## config.mk

```make
export PLATFORM = sky130hd
export DESIGN_NAME = cmm_mac
export DESIGN_NICKNAME = d
export VERILOG_FILES = /design/src/rtl/core/cmm_pkg.sv /design/src/rtl/core/cmm_mac.sv
export SDC_FILE = /design/constraint.sdc
export NUM_CORES = 2
export LEC_CHECK = 0
export ABC_AREA = 1
export BUFFER_PORTS_ARGS = -buffer_cell sky130_fd_sc_hd__buf_2
export CAP_MARGIN = 15
export CORE_MARGIN = 3
export CORE_UTILIZATION = 60
export DETAILED_ROUTE_END_ITERATION = 12
export GPL_ROUTABILITY_DRIVEN = 0
export PLACE_DENSITY_LB_ADDON = 0.1
export SLEW_MARGIN = 10
export SYNTH_ARGS = -nofsm -noshare
export SYNTH_HDL_FRONTEND = slang
export SYNTH_SLANG_ARGS = --single-unit
```

## constraint.sdc

```tcl
create_clock -name clk -period 9.5 [get_ports clk]
set_input_delay 0.475 -clock clk [delete_from_list [all_inputs] [get_ports clk]]
set_output_delay 0.475 -clock clk [all_outputs]
set_load 0.005 [all_outputs]
```

## src/rtl/core/cmm_pkg.sv

```systemverilog
package cmm_pkg;

  localparam int MAX_ROWS_DEF        = 32;
  localparam int MAX_COLS_DEF        = 32;
  localparam int MAX_CHANNELS_DEF    = 8;
  localparam int MAX_KERNELS_DEF     = 8;
  localparam int MAX_KERNEL_SIZE_DEF = 7;

  localparam int IDX_W   = 13;
  localparam int VAL_W   = 32;
  localparam int CFG_W   = 6;
  localparam int CFGA_W  = 3;
  localparam int S_DATA_W = 48;
  localparam int S_USER_W = 4;
  localparam int M_DATA_W = 40;

  typedef enum logic [1:0] {
    REQ_WRITE = 2'd0,
    REQ_READ  = 2'd1,
    REQ_RUN   = 2'd2,
    REQ_NONE  = 2'd3
  } req_t;

  typedef enum logic [1:0] {
    SEL_IMAGE  = 2'd0,
    SEL_KERNEL = 2'd1,
    SEL_OUTPUT = 2'd2,
    SEL_NONE   = 2'd3
  } sel_t;

  typedef enum logic [1:0] {
    MODE_FWD   = 2'd0,
    MODE_IGRAD = 2'd1,
    MODE_KGRAD = 2'd2,
    MODE_NONE  = 2'd3
  } mode_t;

  localparam logic [CFGA_W-1:0] CFG_ROWS     = 3'd0;
  localparam logic [CFGA_W-1:0] CFG_COLS     = 3'd1;
  localparam logic [CFGA_W-1:0] CFG_CHANNELS = 3'd2;
  localparam logic [CFGA_W-1:0] CFG_KCOUNT   = 3'd3;
  localparam logic [CFGA_W-1:0] CFG_KROWS    = 3'd4;
  localparam logic [CFGA_W-1:0] CFG_KCOLS    = 3'd5;
  localparam logic [CFGA_W-1:0] CFG_MODE     = 3'd6;

  typedef enum logic [8:0] {
    S_IDLE = 9'b0_0000_0001,
    S_HRD  = 9'b0_0000_0010,
    S_HOUT = 9'b0_0000_0100,
    S_P0   = 9'b0_0000_1000,
    S_P1   = 9'b0_0001_0000,
    S_P2   = 9'b0_0010_0000,
    S_RD   = 9'b0_0100_0000,
    S_ACC  = 9'b0_1000_0000,
    S_MUL  = 9'b1_0000_0000
  } state_t;

  typedef struct packed {
    logic clr;
    logic inc;
  } cell_ctl_t;

endpackage

```

## src/rtl/core/cmm_mac.sv

```systemverilog
module cmm_mac (
  input  logic                          clk,
  input  logic signed [cmm_pkg::VAL_W-1:0] a,
  input  logic signed [cmm_pkg::VAL_W-1:0] b,
  input  logic signed [cmm_pkg::VAL_W-1:0] acc,
  output logic signed [cmm_pkg::VAL_W-1:0] sum,
  output logic                          ovf
);
  import cmm_pkg::*;

  logic signed [2*VAL_W-1:0] prod;
  logic signed [2*VAL_W-17:0] q;
  logic signed [2*VAL_W-16:0] s;

  always_ff @(posedge clk) begin
    prod <= a * b;
  end

  // floor(p / 2^16)
  assign q = prod[2*VAL_W-1:16];
  assign s = (2*VAL_W-15)'(acc) + (2*VAL_W-15)'(q);

  always_comb begin
    ovf = 1'b0;
    sum = s[VAL_W-1:0];
    if (s > (2*VAL_W-15)'(signed'({1'b0, {(VAL_W-1){1'b1}}}))) begin
      sum = {1'b0, {(VAL_W-1){1'b1}}};
      ovf = 1'b1;
    end else if (s < (2*VAL_W-15)'(signed'({1'b1, {(VAL_W-1){1'b0}}}))) begin
      sum = {1'b1, {(VAL_W-1){1'b0}}};
      ovf = 1'b1;
    end
  end

endmodule

```

# After elaboration in Yosys (flattened, before gate mapping)
# Cells that the tools add are included.
dict set report classes {
  add_sub_neg 1
  multipliers 1
  magnitude_cmp 2
  muxes 4
}
# operator count
set op_table {}
lappend op_table {{32-bit by 32-bit multiplier with 64-bit output} 1}
lappend op_table {{32-bit 2-to-1 mux} 2}
lappend op_table {{32-bit by 48-bit adder with 49-bit output} 1}
lappend op_table {{49-bit by 32-bit greater-than comparator with 1-bit output, second input constant} 1}
lappend op_table {{49-bit by 32-bit less-than comparator with 1-bit output, second input constant} 1}
lappend op_table {{1-bit 2-to-1 mux} 2}
dict set report word_totals {
  regBits 64
  input_bits 97
  out_inout_bits 33
  wordCells 9
}

# Longest topological paths before layout
dict set report depth {
  ltp_word 4
  ltp_mapped 32
  ltp_nobuf 31
}

# Worst setup path after synthesis
# No wires, ideal clock.
dict set report synth_path {
  kind {input to register}
  start {input a[31] in the netlist's numbering}
  end {register prod[63]}
  setup_ns 0.121
  arrival_time_ns 7.241
  t_required_ns 9.379
  slack_ns 2.138
  path_stages 25
  path_buffers 1
  path_cell_list {clkbuf_1 nand2_1 inv_1 fa_1 inv_1 fa_1 inv_1 fa_1 fa_1 inv_1 fa_1 inv_1 fa_1 inv_1 fa_1 inv_1 fa_1 ha_1 a21o_1 a21boi_0 nor2_1 a2111oi_0 o211ai_1 a21o_1 xor2_1}
}
dict set report synth_between {
  elab_chain_len 1
}
# item line_no
set synth_lines {}
lappend synth_lines {{from (decl)} cmm_mac.sv:3} ;# input logic signed [cmm_pkg::VAL_W-1:0] a,
lappend synth_lines {{32-bit by 32-bit multiplier with 64-bit output} cmm_mac.sv:16} ;# prod <= a * b;
lappend synth_lines {{to (signal assigned)} cmm_mac.sv:16}
lappend synth_lines {{to (decl)} cmm_mac.sv:11} ;# logic signed [2*VAL_W-1:0] prod;
# No other way between the ends.

# Final worst setup path
# Ends and elaborated chain as after synthesis.

==> impl_metrics.env <==
export IMPL_start_util=0.610
export IMPL_cts_tree="yes"
export IMPL_period_share=0.869
export IMPL_async_reset_ff_frac=0
export IMPL_cp_required_ns=9.68
export IMPL_final_nets=7050
export IMPL_place_area_um2=44300
export IMPL_area_growth_pct=3.40
export IMPL_holdCritStartpoint="acc[0]"
export IMPL_ys_ff_latch=48
export IMPL_cp_end_kind="flop"
export IMPL_period_needed_ns=8.26
export IMPL_fin_area_um2=44500
export IMPL_fin_ws_ns=1.24
export IMPL_yosys_warnings=0
export IMPL_wl_mm=120
export IMPL_ctsHoldBuffers=0
export IMPL_ys_flop_type="dfxtp_1"
export IMPL_drtIter0Drc=2816
export IMPL_antenna_found_initial=0
export IMPL_ant_nets=0
export IMPL_hold_path_endpoint="sum[0]"
export IMPL_critPathLaunchType="primary input"
export IMPL_max_slew_margin=0.280
export IMPL_drtPass1Iterations=6
export IMPL_die_w_um=274
export IMPL_fmax_mhz=121
export IMPL_grt_ovfl_total=0
export IMPL_cts_root_buffer="clkbuf_16"
export IMPL_track_usage=0.337
export IMPL_grt_max_degree=33
export IMPL_cap_violations=0
export IMPL_avgSynthCellArea_um2=7.58
export IMPL_final_max_slew_viol_count=0
export IMPL_wl_per_cell_um=18.2
export IMPL_largest_reg_flops=48
export IMPL_synth_distinct_cells=37
export IMPL_first_global_vias=36100
export IMPL_final_setup_tns_ns=0
export IMPL_vias_per_cell=5.26
export IMPL_io_buffers=129
export IMPL_netlist_area_um2=43000
export IMPL_min_path_cells=5
export IMPL_dp_slack_ns=1.08
export IMPL_cp_max_fo=32
export IMPL_ys_seq_area_frac=0.0224
export IMPL_worst_slew_pin_slew_ns=1.08
export IMPL_hold_class="primary input to output port"
export IMPL_fin_util=0.630
export IMPL_synthesis_nets=7081
export IMPL_setup_viol=0
export IMPL_drc=0
export IMPL_syn_inst=5674
export IMPL_reg_top3="prod: 48 flops"
export IMPL_cts_setup_buffers=0
export IMPL_hold_viol_final=0
export IMPL_worst_setup_path_type="primary input to flop"
export IMPL_core_rowCount=97
export IMPL_core_area_um2=70500
export IMPL_cts_buffer_depth=2
export IMPL_die_h_um=274
export IMPL_critPathArrivalTime_ns=8.44
export IMPL_grt_pass1_wl_mm=196
export IMPL_post_dp_hpwl_mm=101
export IMPL_outcome="complete, no violations"
export IMPL_synth_edf_count=0
export IMPL_drive_gt1_frac=0.0408
export IMPL_clk_pin_slew_ns=0.07
export IMPL_ioPinCount=130
export IMPL_postCtsResizedCells=0
export IMPL_cts_buffers=5
export IMPL_top_register="prod"
export IMPL_htreeDepth=2
export IMPL_die_area_um2=74900
export IMPL_vias=34600
export IMPL_rsz0062_at_grt="false"
export IMPL_clock_sinks=48
-- cells in the mapped netlist, drive strengths merged, types with 7 or more instances --
cell    number  share of area
inv       1775           0.15
fa        1082           0.50
nand3       70         0.0084
or2          7         0.0010
nand4       31         0.0045
o21ai       66         0.0077
nand2     1633           0.14
a21oi      123          0.014
ha         228          0.066
dfxtp       48          0.022
xor2        58          0.012
a31oi       16         0.0023
o21bai       8         0.0014
clkbuf     192          0.017
xnor2       32         0.0065
a21o        14         0.0024
nor2       226          0.021
nor3        27         0.0036
-- routing by layer --
metal,global-route usage,vias to the layer above,part of all wire
met3,0.0472,274,0.088
met4,0.104,2,0.038
met1,0.474,17100,0.41
li1,-,15700,-
met5,0.00724,-,0.00057
met2,0.545,1537,0.46
-- critical path, cell delays in order --
cell and delay (ns):
buf_2 0.54, nand2_1 0.25, inv_1 0.14, fa_1 0.40
inv_1 0.24, fa_1 0.47, inv_1 0.21, fa_1 0.52
fa_1 0.86, inv_1 0.40, fa_1 0.58, inv_1 0.06
fa_1 0.54, inv_1 0.05, fa_1 0.47, inv_1 0.05
fa_1 0.45, ha_1 0.36, a21o_1 0.22, a21boi_0 0.22
nor2_1 0.07, a2111oi_0 0.37, o211ai_1 0.15, a21o_1 0.19
xor2_1 0.13
-- final cells by class --
| class | count | area (um^2) |
|---|---|---|
| clock inverter | 3 | 68.8 |
| sequential | 48 | 961 |
| inverter | 1775 | 6660 |
| antenna | 1 | 2.50 |
| clock buffer | 5 | 125 |
| timing repair buffer | 160 | 878 |
| fill | 6439 | 26100 |
| multi-input combinational | 3653 | 34600 |
| tap | 940 | 1180 |
-- worst max path at each step --
stage          start        to  slack, ns  depth (start not counted)
3_5_place_dp   a[31]  prod[63]       1.08                         25
6_report       a[31]  prod[63]       1.24                         25
2_1_floorplan  a[31]  prod[63]       2.14                         25
5_1_grt        a[31]  prod[63]       0.86                         25
4_1_cts        a[31]  prod[63]       1.38                         25
3_3_place_gp   a[31]  prod[63]       1.16                         25
-- cells in the final DEF (no fill, tap or decap), types with 58 or more instances in the layout --
cell type     n
fa_1       1082
a21oi_1     123
nor2_1      203
ha_1        228
xor2_1       58
nand3_1      68
o21ai_0      66
inv_1      1763
nand2_1    1619
buf_2       129
-- stage by stage --
stage / hold slack [ns] / cells
detailed placement: 1.06 / 6576
CTS: 1.34 / 6584
global placement: 1.06 / 6576
floorplan: 0.969 / 5674
finish: 1.34 / 6585
global route: 1.38 / 6584
-- logic make-up after synthesis --
| logic type | Yosys count | share of synthesized area |
|---|---|---|
| AO/OA/AOI/OAI | 245 | 0.0314 |
| flip-flops | 48 | 0.0224 |
| AND/OR/NAND/NOR | 2008 | 0.184 |
| buffers and inverters | 1973 | 0.173 |
| XOR/XNOR | 90 | 0.0183 |
| adder cells (fa/ha/maj) | 1310 | 0.570 |
Power is not shown: default switching activity piles up to over one toggle a cycle in this logic, so the estimate is an artifact.
