File: src/rtl/core/cmm_pkg.sv
package cmm_pkg;

  localparam int MAX_ROWS_DEF        = 32;
  localparam int MAX_COLS_DEF        = 32;
  localparam int MAX_CHANNELS_DEF    = 8;
  localparam int MAX_KERNELS_DEF     = 8;
  localparam int MAX_KERNEL_SIZE_DEF = 7;

  localparam int IDX_W   = 13;
  localparam int VAL_W   = 32;
  localparam int CFG_W   = 6;
  localparam int CFGA_W  = 3;
  localparam int S_DATA_W = 48;
  localparam int S_USER_W = 4;
  localparam int M_DATA_W = 40;

  typedef enum logic [1:0] {
    REQ_WRITE = 2'd0,
    REQ_READ  = 2'd1,
    REQ_RUN   = 2'd2,
    REQ_NONE  = 2'd3
  } req_t;

  typedef enum logic [1:0] {
    SEL_IMAGE  = 2'd0,
    SEL_KERNEL = 2'd1,
    SEL_OUTPUT = 2'd2,
    SEL_NONE   = 2'd3
  } sel_t;

  typedef enum logic [1:0] {
    MODE_FWD   = 2'd0,
    MODE_IGRAD = 2'd1,
    MODE_KGRAD = 2'd2,
    MODE_NONE  = 2'd3
  } mode_t;

  localparam logic [CFGA_W-1:0] CFG_ROWS     = 3'd0;
  localparam logic [CFGA_W-1:0] CFG_COLS     = 3'd1;
  localparam logic [CFGA_W-1:0] CFG_CHANNELS = 3'd2;
  localparam logic [CFGA_W-1:0] CFG_KCOUNT   = 3'd3;
  localparam logic [CFGA_W-1:0] CFG_KROWS    = 3'd4;
  localparam logic [CFGA_W-1:0] CFG_KCOLS    = 3'd5;
  localparam logic [CFGA_W-1:0] CFG_MODE     = 3'd6;

  typedef enum logic [8:0] {
    S_IDLE = 9'b0_0000_0001,
    S_HRD  = 9'b0_0000_0010,
    S_HOUT = 9'b0_0000_0100,
    S_P0   = 9'b0_0000_1000,
    S_P1   = 9'b0_0001_0000,
    S_P2   = 9'b0_0010_0000,
    S_RD   = 9'b0_0100_0000,
    S_ACC  = 9'b0_1000_0000,
    S_MUL  = 9'b1_0000_0000
  } state_t;

  typedef struct packed {
    logic clr;
    logic inc;
  } cell_ctl_t;

endpackage

File: src/rtl/core/cmm_ctr_cell.sv
module cmm_ctr_cell #(
  parameter int W = 4
) (
  input  logic                clk,
  input  logic                rst,
  input  cmm_pkg::cell_ctl_t  ctl,
  input  logic [W-1:0]        lim,
  output logic [W-1:0]        val,
  output logic                carry
);
  import cmm_pkg::*;

  logic wrap;

  assign wrap  = (val == lim - W'(1));
  assign carry = ctl.inc && wrap;

  always_ff @(posedge clk) begin
    if (rst || ctl.clr) begin
      val <= '0;
    end else if (ctl.inc) begin
      val <= wrap ? '0 : val + W'(1);
    end
  end

endmodule

File: config.mk
export PLATFORM = sky130hd
export DESIGN_NAME = cmm_ctr_cell
export DESIGN_NICKNAME = d
export VERILOG_FILES = /design/src/rtl/core/cmm_pkg.sv /design/src/rtl/core/cmm_ctr_cell.sv
export SDC_FILE = /design/constraint.sdc
export NUM_CORES = 1
export LEC_CHECK = 0
export ABC_AREA = 1
export BUFFER_PORTS_ARGS = -buffer_cell sky130_fd_sc_hd__buf_2
export CAP_MARGIN = 20
export CORE_AREA = 2 2 39 41
export DETAILED_ROUTE_END_ITERATION = 12
export DIE_AREA = 0 0 41 43
export PLACE_DENSITY = 0.48
export SYNTH_ARGS = -nofsm -noshare
export SYNTH_HDL_FRONTEND = slang
export SYNTH_SLANG_ARGS = --single-unit
File: constraint.sdc
create_clock -name clk -period 1.44 [get_ports clk]
set_clock_uncertainty 0.1 [all_clocks]
set_input_delay 0.144 -clock clk [delete_from_list [all_inputs] [get_ports clk]]
set_output_delay 0.144 -clock clk [all_outputs]
set_load 0.02 [all_outputs]
After elaboration in Yosys (flattened, before gate mapping)
Cells that the tools add are included.
{"block": "totals", "reg_bits": 4, "elab_cells": 7, "output_inout_bits": 5}
{"block": "op_classes", "muxes": 1, "add_sub_neg": 2, "eq_ne": 1, "n_reduce_logical": 2}
{"cell": "$add 4x1->4 const B", "n": 1}
{"cell": "$eq 4x4->1", "n": 1}
{"cell": "$mux 4", "n": 1}
{"cell": "$sub 4x1->4 const B", "n": 1}
{"cell": "$logic_and 1x1->1", "n": 1}
{"cell": "$logic_or 1x1->1", "n": 1}

Longest topological paths before layout
Gate-level depths: netlist of the first run.
{"block": "logic_depth", "ltp_word": 3, "mapped_depth": 11, "depth_no_buf": 11}

Worst setup path after synthesis of the first run
No wires, ideal clock.
{"block": "synth_path", "path_type": "reg-to-output", "startpoint": "reg val[0]", "endpoint": "out carry", "t_arrival_ps": 1120, "path_slack_ps": 76, "stages_incl_launch_ff": 6, "n_path_buf": 0, "path_cell_list": "dfxtp_1 > xor2_1 > nand2_1 > nor2_2 > nand3_2 > inv_1"}
{"block": "synth_via", "elab_chain_cells": 2}
{"element": "start: declaration", "line_no": "cmm_ctr_cell.sv:8", "rtl": "output logic [W-1:0] val,"}
{"element": "start signal: assignment", "line_no": "cmm_ctr_cell.sv:22", "rtl": "val <= wrap ? '0 : val + W'(1);"}
{"element": "$eq 4x4->1", "line_no": "cmm_ctr_cell.sv:15", "rtl": "assign wrap = (val == lim - W'(1));"}
{"element": "$logic_and 1x1->1", "line_no": "cmm_ctr_cell.sv:16", "rtl": "assign carry = ctl.inc && wrap;"}
{"element": "end: declaration", "line_no": "cmm_ctr_cell.sv:9", "rtl": "output logic carry"}
No other way between the ends.

Worst setup path after layout of the first run
{"block": "layout_path", "startpoint": "in lim[1]", "endpoint": "out carry"}
{"block": "layout_via", "elab_chain_cells": 3}
{"element": "start: declaration", "line_no": "cmm_ctr_cell.sv:7", "rtl": "input logic [W-1:0] lim,"}
{"element": "$sub 4x1->4", "line_no": "cmm_ctr_cell.sv:15"}
{"element": "$eq 4x4->1", "line_no": "cmm_ctr_cell.sv:15"}
{"element": "$logic_and 1x1->1", "line_no": "cmm_ctr_cell.sv:16"}
No other way between the ends.

==> key figures, run 1 <==
Run status
  • Status: complete, no violations

Yosys
  • Top-area cell type share of the netlist area: 24.0%
  • Yosys top cell by area: dfxtp_1
  • Async set-or-reset flop fraction in the synthesized netlist: 0%
  • Syn. warnings: 0
  • Number of enable flip-flop cells after synthesis: 0
  • Post-Syn Instances: 55
  • Seq/Total Area, Yosys: 24.0%
  • Net Count, Synth: 65
  • Syn_area_per_cell: 6.07 um^2
  • Cell Area, Synth: 334 um^2
  • Synth cell types: 13
  • Main area contributors after synthesis: dfxtp_1 24%, nand2_1 19%, inv_1 15%
  • #FFs+latches synth: 4
  • Post-synth top cells: 17 x nand2_1, 13 x inv_1, 5 x nor2_1
  • Most common cell in the synthesized netlist: nand2_1
  • Ys flop type: dfxtp_1

Power and ir drop
  • Power per cell area: 667 nW/um^2
  • Pleak: 0.305 nW
  • Max rail drop VDD: 0.000194 V

Placed design
  • DP Wirelength: ~590 um
  • Routability congestion estimate: 0.700
  • Post-place instance area: 459 um^2
  • IO buf count: 12
  • Place WS: -0.0679 ns

Drt
  • DR vias/cell: 4.01
  • Wire per inst: 7.89 um
  • Routed wire length: roughly 730 um
  • Number of DRC markers in iteration 0: 14
  • Drt drc: 0
  • Vias: between 300 and 400
  • Routed Antenna Nets: 0
  • DRT Pass-1 Iters: 4

GRT
  • Antenna violations before repair: 0
  • Congestion Overflow GR: 0
  • Global-route wire length before repair: 1260 um
  • Vias in the first global route: 341
  • GRT Util Overall: between 10% and 20%
  • Largest net degree at the start of global routing: 8

Timing
  • Worst-Margin Slew: 0.315 ns
  • Max-slew headroom: approximately four fifths
  • Highest Clock Rate: 701 MHz
  • Crit path time final: 1.43 ns
  • Total negative setup slack: 0 ns
  • Tcrit/Tclk final: 99.0%
  • RSZ-0062 raised after global routing: yes
  • Endpoints failing setup: 0
  • Slack of the critical path: 0.0138 ns
  • Worst hold slack: 0.107 ns
  • Fin. Hold Viols: 0
  • Max Slew Vio Count: 0

Setup path
  • Most frequent CP cell: inv_1
  • Worst EP arrival: 1.18 ns
  • Worst path max stage delay: 0.22 ns
  • Worst Path Buf+Inv: 5
  • Reg2Reg Launch Point: val[1]
  • Cells along the critical path: buf_2 -> inv_1 -> ha_4 -> nand2_2 -> inv_1 -> nor2_1 -> nand2_1 -> nor2_2 -> nand3_2 -> inv_2 -> buf_6
  • Reg2Reg Depth: 8
  • Critical path startpoint: lim[1]
  • Max stage delay cell, worst path: ha_4
  • Critical path class: in -> out
  • Worst setup SP type: primary input
  • CP Capture Point: carry
  • CP Max Fanout: 2
  • Critical R2R Capture: val[2]
  • CP top delay family: simple AND/OR/NAND/NOR gates
  • Crit path depth: 11
  • Reg-to-reg setup timing slack: 0.22 ns
  • Critical Path RT: 1.20 ns
  • Crit. End Element: primary output

Final layout
  • P&R area growth vs syn: 52.1%
  • Layout cells sized above 1: a little over two fifths
  • Largest register FFs: 4
  • Ant diodes: 0
  • Fin area: 508 um^2
  • Largest regs: val (4)
  • Final #Nets: 88
  • Register with the most flip-flops: val

Floorplanning
  • Die Wd: 41 um
  • Vert. Die Dim: 43 um
  • Row count: 14
  • Die Area: 1760 um^2
  • Ports: 13
  • Area of the core: 1380 um^2
  • Initial Utilization: around 24%

Clock tree
  • # hold bufs at CTS: 0
  • CTS tree: done
  • Post-CTS Setup Inserts: 0
  • Clock transition at path regs: 0.04 ns
  • Clk buf depth: 2
  • Clock Latency Late Sink: between 0.2 and 0.25 ns
  • Clk sinks: 4
  • TritonCTS Buffers: 3
  • Root buffer cell: clkbuf_4
  • CTS H-tree depth: 1

Worst hold path
  • Hold WC Path Type: in -> reg
  • Hold path depth: 4

Flow run
  • Max_cap viols: 0
layer usage:
metal	vias to the layer above	share of wire, %	global-route usage [%]
li1	206	-	-
met1	154	44	12.5
met2	9	53	15.9
met3	0	3.6	3.14
met4	0	0	8.00
met5	-	0	0
report_power, final:
part	switching [mW]	internal [mW]	leakage (nW)	total, mW
sequential	0.00211	0.115	0.0343	0.117
combinational	0.0436	0.0392	0.256	0.0827
clock	0.0463	0.0932	0.0138	0.140
total	0.0920	0.247	0.305	0.339
layout make-up:
type / count / area, um^2
repair buffers: 18 / 111
well taps: 16 / 20.0
clock buffers: 3 / 22.5
multi-input cells: 38 / 220
inverters: 13 / 48.8
flip-flops and latches: 4 / 85.1
fillers: 160 / 876
through the flow:
stage	std cells	utilization (%)	power [mW]
6_report	92	36.7	0.339
4_1_cts	92	35.5	0.338
3_3_place_gp	89	33.2	0.194
3_5_place_dp	89	33.2	0.194
5_1_grt	92	36.7	0.367
2_1_floorplan	55	-	0.161
cells in the final DEF (no fill, tap or decap), types with 2 or more instances in the layout:
cell type	n
a21oi_1	2
buf_2	11
buf_4	6
clkbuf_4	3
dfxtp_2	4
inv_1	11
inv_2	2
nand2_1	16
nand3_1	2
nand3_2	2
nor2_1	5
o21ai_0	2
xnor2_1	2
xor2_1	2
what timing repair did:
action / in CTS / in global routing
endpoints found under the setup margin: 1 / 1
pin swaps: 2 / 2
gates resized for setup: 6 / 4
hold endpoints to repair: 0 / 0
worst reg2reg max path: stages, from the launching register on:
cell,delay (ns)
dfxtp_2,0.34
nor2_1,0.05
nor2_1,0.09
nand2_1,0.07
nor2_2,0.14
nand3_2,0.09
buf_4,0.16
nand2_1,0.05
inv_1,0.03
cells by family after synthesis:
| family | after synthesis | synth area share, % |
|---|---|---|
| simple gates | 28 | 37.5 |
| compound gates | 4 | 5.99 |
| fa+ha+maj | 2 | 7.49 |
| flops | 4 | 24.0 |
| buf+inv | 13 | 14.6 |
| xor+xnor | 4 | 10.5 |
worst min-delay path by stage:
stage / to / slack (ns) / start
2_1_floorplan: val[0] / 0.18 / ctl[0]
3_3_place_gp: val[3] / 0.34 / rst
3_5_place_dp: val[0] / 0.35 / rst
4_1_cts: val[3] / 0.1 / rst
5_1_grt: val[3] / 0.12 / rst
6_report: val[0] / 0.11 / ctl[1]
No activity file was read; power rests on OpenSTA's default activity.
==> inputs of run 2 (changes only) <==
--- a/config.mk
+++ b/config.mk
@@ -11,7 +11,7 @@
 export CORE_AREA = 2 2 39 41
 export DETAILED_ROUTE_END_ITERATION = 12
 export DIE_AREA = 0 0 41 43
-export PLACE_DENSITY = 0.48
+export PLACE_DENSITY = 0.49
 export SYNTH_ARGS = -nofsm -noshare
 export SYNTH_HDL_FRONTEND = slang
 export SYNTH_SLANG_ARGS = --single-unit
==> constraint.sdc (replaced) <==
create_clock -name clk -period 1.3 [get_ports clk]
set_clock_uncertainty 0.1 [all_clocks]
set_input_delay 0.13 -clock clk [delete_from_list [all_inputs] [get_ports clk]]
set_output_delay 0.13 -clock clk [all_outputs]
set_load 0.02 [all_outputs]
==> run 2 against run 1 <==
- the flow now finishes with violations (setup timing)
- first-iteration DRC count is 93% lower
- routed wire length increased by 6.1%
- sequential share of layout area fell by 0.20 points
==> key figures, run 2 (synthesis results as in run 1) <==
Drt
  • Number of DRC markers in iteration 0: 1 (was 14)
  • Wire per inst: 8.46 um (was 7.89 um)
  • Drt drc: 0 (unchanged)
  • Routed wire length: 770 um (was 726 um)
  • Vias: 375 (was 369)
  • DRT Pass-1 Iters: 2 (was 4)
  • Met1 Routed Length: 352 um (was 316 um)
  • Met2 wire len: 370 um (was 383 um)
  • Routed Antenna Nets: 0 (unchanged)
  • DR vias/cell: 4.12 (was 4.01)
  • Met3 WL: 33 um (was 26 um)
  • Max layer used: met4 (was met3)

Setup path
  • Worst EP arrival: 1.17 ns (was 1.18 ns)
  • CP Max Fanout: 3 (was 2)
  • Critical path class: reg -> out (was in -> out)
  • Reg-to-reg setup timing slack: 0.06 ns (was 0.22 ns)
  • Critical Path RT: 1.07 ns (was 1.20 ns)
  • Reg2Reg Launch Point: val[1] (unchanged)
  • Critical R2R Capture: val[2] (unchanged)
  • Worst setup SP type: flop (was primary input)
  • Crit. End Element: primary output (unchanged)
  • Reg2Reg Depth: 7 (was 8)

Clock tree
  • # hold bufs at CTS: 0 (unchanged)
  • Clk buf depth: 2 (unchanged)
  • Root buffer cell: clkbuf_4 (unchanged)
  • Clk sinks: 4 (unchanged)
  • Clock transition at path regs: 0.03 ns (was 0.04 ns)
  • CTS tree: done (unchanged)
  • CTS H-tree depth: 1 (unchanged)
  • TritonCTS Buffers: 3 (unchanged)
  • Clock Latency Late Sink: 0.23 ns (was 0.24 ns)

Floorplanning
  • Row count: 14 (unchanged)
  • Die Area: 1760 um^2 (unchanged)
  • Vert. Die Dim: 43 um (unchanged)
  • Die Wd: 41 um (unchanged)
  • Ports: 13 (unchanged)
  • Area of the core: 1380 um^2 (unchanged)
  • Initial Utilization: 24.1% (unchanged)

Power and ir drop
  • Power per cell area: 718 nW/um^2 (was 667 nW/um^2)
  • Max rail drop VDD: 0.000351 V (was 0.000194 V)
  • Pleak: 0.300 nW (was 0.305 nW)

GRT
  • Vias in the first global route: 303 (was 341)
  • Largest net degree at the start of global routing: 8 (unchanged)
  • GRT Util Overall: 9.84% (was 10.8%)
  • Congestion Overflow GR: 0 (unchanged)
  • Antenna violations before repair: 0 (unchanged)
  • Global-route wire length before repair: 1130 um (was 1260 um)

Final layout
  • Number of fillers in the final layout: 166 (was 160)
  • Largest regs: val (4) (unchanged)
  • Most frequent cells in the layout: 14 x nand2_1, 11 x buf_2, 8 x inv_1, 5 x inv_2 (was 16 x nand2_1, 11 x inv_1, 11 x buf_2, 6 x buf_4, 5 x nor2_1)
  • Final #Nets: 87 (was 88)
  • Most common cell after layout, fill and taps aside: nand2_1 (unchanged)
  • Register with the most flip-flops: val (unchanged)
  • Layout cells sized above 1: 50.7% (was 42.1%)
  • P&R area growth vs syn: 53.9% (was 52.1%)
  • Multi-input gate area: 230 um^2 (was 220 um^2)
  • Sequential cell area: 85.1 um^2 (unchanged)
  • Ant diodes: 0 (unchanged)
  • Largest register FFs: 4 (unchanged)

Worst hold path
  • Hold path depth: 4 (unchanged)
  • Worst Hold Endpoint: val[0] (unchanged)
  • Hold Crit Start: rst (was ctl[1])
  • Hold WC Path Type: in -> reg (unchanged)

Placed design
  • Routability congestion estimate: 0.780 (was 0.700)
  • IO buf count: 12 (unchanged)
  • DP Wirelength: 622 um (was 589 um)
  • Place WS: -0.224 ns (was -0.0679 ns)

Timing
  • Total negative setup slack: -0.102 ns (was 0 ns)
  • Max Slew Vio Count: 0 (unchanged)
  • Endpoints failing setup: 1 (was 0)
  • RSZ-0062 raised after global routing: yes (unchanged)
  • Tcrit/Tclk final: 108%
  • Max-slew headroom: 81.6% (was 78.9%)
  • Slack of the critical path: -0.102 ns (was 0.0138 ns)
  • Fin. Hold Viols: 0 (unchanged)
  • Crit path time final: 1.40 ns
  • Worst-Margin Slew: 0.276 ns (was 0.315 ns)
  • Highest Clock Rate: ~710 MHz

Run status
  • Failing checks: setup timing
  • Status: finished, violations left (was complete, no violations)

Flow run
  • Max_cap viols: 0 (unchanged)
run 2: critical path: stages, from the launching register on:
cell,delay (ns)
dfxtp_2,0.33
nand2_2,0.06
inv_2,0.03
nor2_2,0.06
nand2_1,0.06
nor2_2,0.13
nand3_2,0.10
inv_2,0.06
buf_6,0.11
run 2: layer usage:
metal / track usage (%) / vias to the layer above
li1: - / 207
met1: 9.65 / 158
met2: 15.3 / 8
met3: 3.66 / 2
met4: 8.00 / 0
met5: 0 / -
run 2: worst max-delay path by stage:
stage / slack [ns] / cells after the start / start / end
4_1_cts: -0.1 / 8 / val[1] / carry
6_report: -0.10 / 8 / val[1] / carry
3_3_place_gp: -0.21 / 11 / lim[0] / carry
2_1_floorplan: 0.007 / 9 / lim[0] / carry
3_5_place_dp: -0.22 / 11 / lim[0] / carry
5_1_grt: -0.22 / 8 / val[1] / carry
run 2: repair_timing:
| action | 4_1_cts | 5_1_grt |
|---|---|---|
| cloned | 0 | 0 |
| endpoints found under the hold margin | 0 | 0 |
| setup buffers | 1 | 1 |
| gates resized for setup | 9 | 8 |
| pin swaps | 2 | 2 |
| endpoints found under the setup margin | 1 | 4 |
run 2: area by class of cell:
class,count,area share [%]
multi-input combinational,38,44.8
timing repair buffer,17,20.9
sequential,4,16.5
inverter,13,9.49
clock buffer,3,4.38
tap,16,3.89
run 2: where the power goes:
group | switching (mW) | total (mW) | internal [mW] | leakage [nW]
clock | 0.0432 | 0.146 | 0.103 | 0.0138
sequential | 0.00261 | 0.130 | 0.127 | 0.0343
combinational | 0.0504 | 0.0935 | 0.0431 | 0.252
total | 0.0962 | 0.369 | 0.273 | 0.300
run 2: stage by stage:
stage               cell area (um^2)  hold WS [ns]  power [mW]  util (%)  std cells
finish                           514        0.0842       0.369      37.2         91
global placement                 447         0.327       0.210      32.3         87
detailed placement               447         0.326       0.211      32.3         87
CTS                              498        0.0835       0.370      36.0         91
global route                     514        0.0963       0.395      37.2         91
floorplan                        337         0.160       0.179         -         55
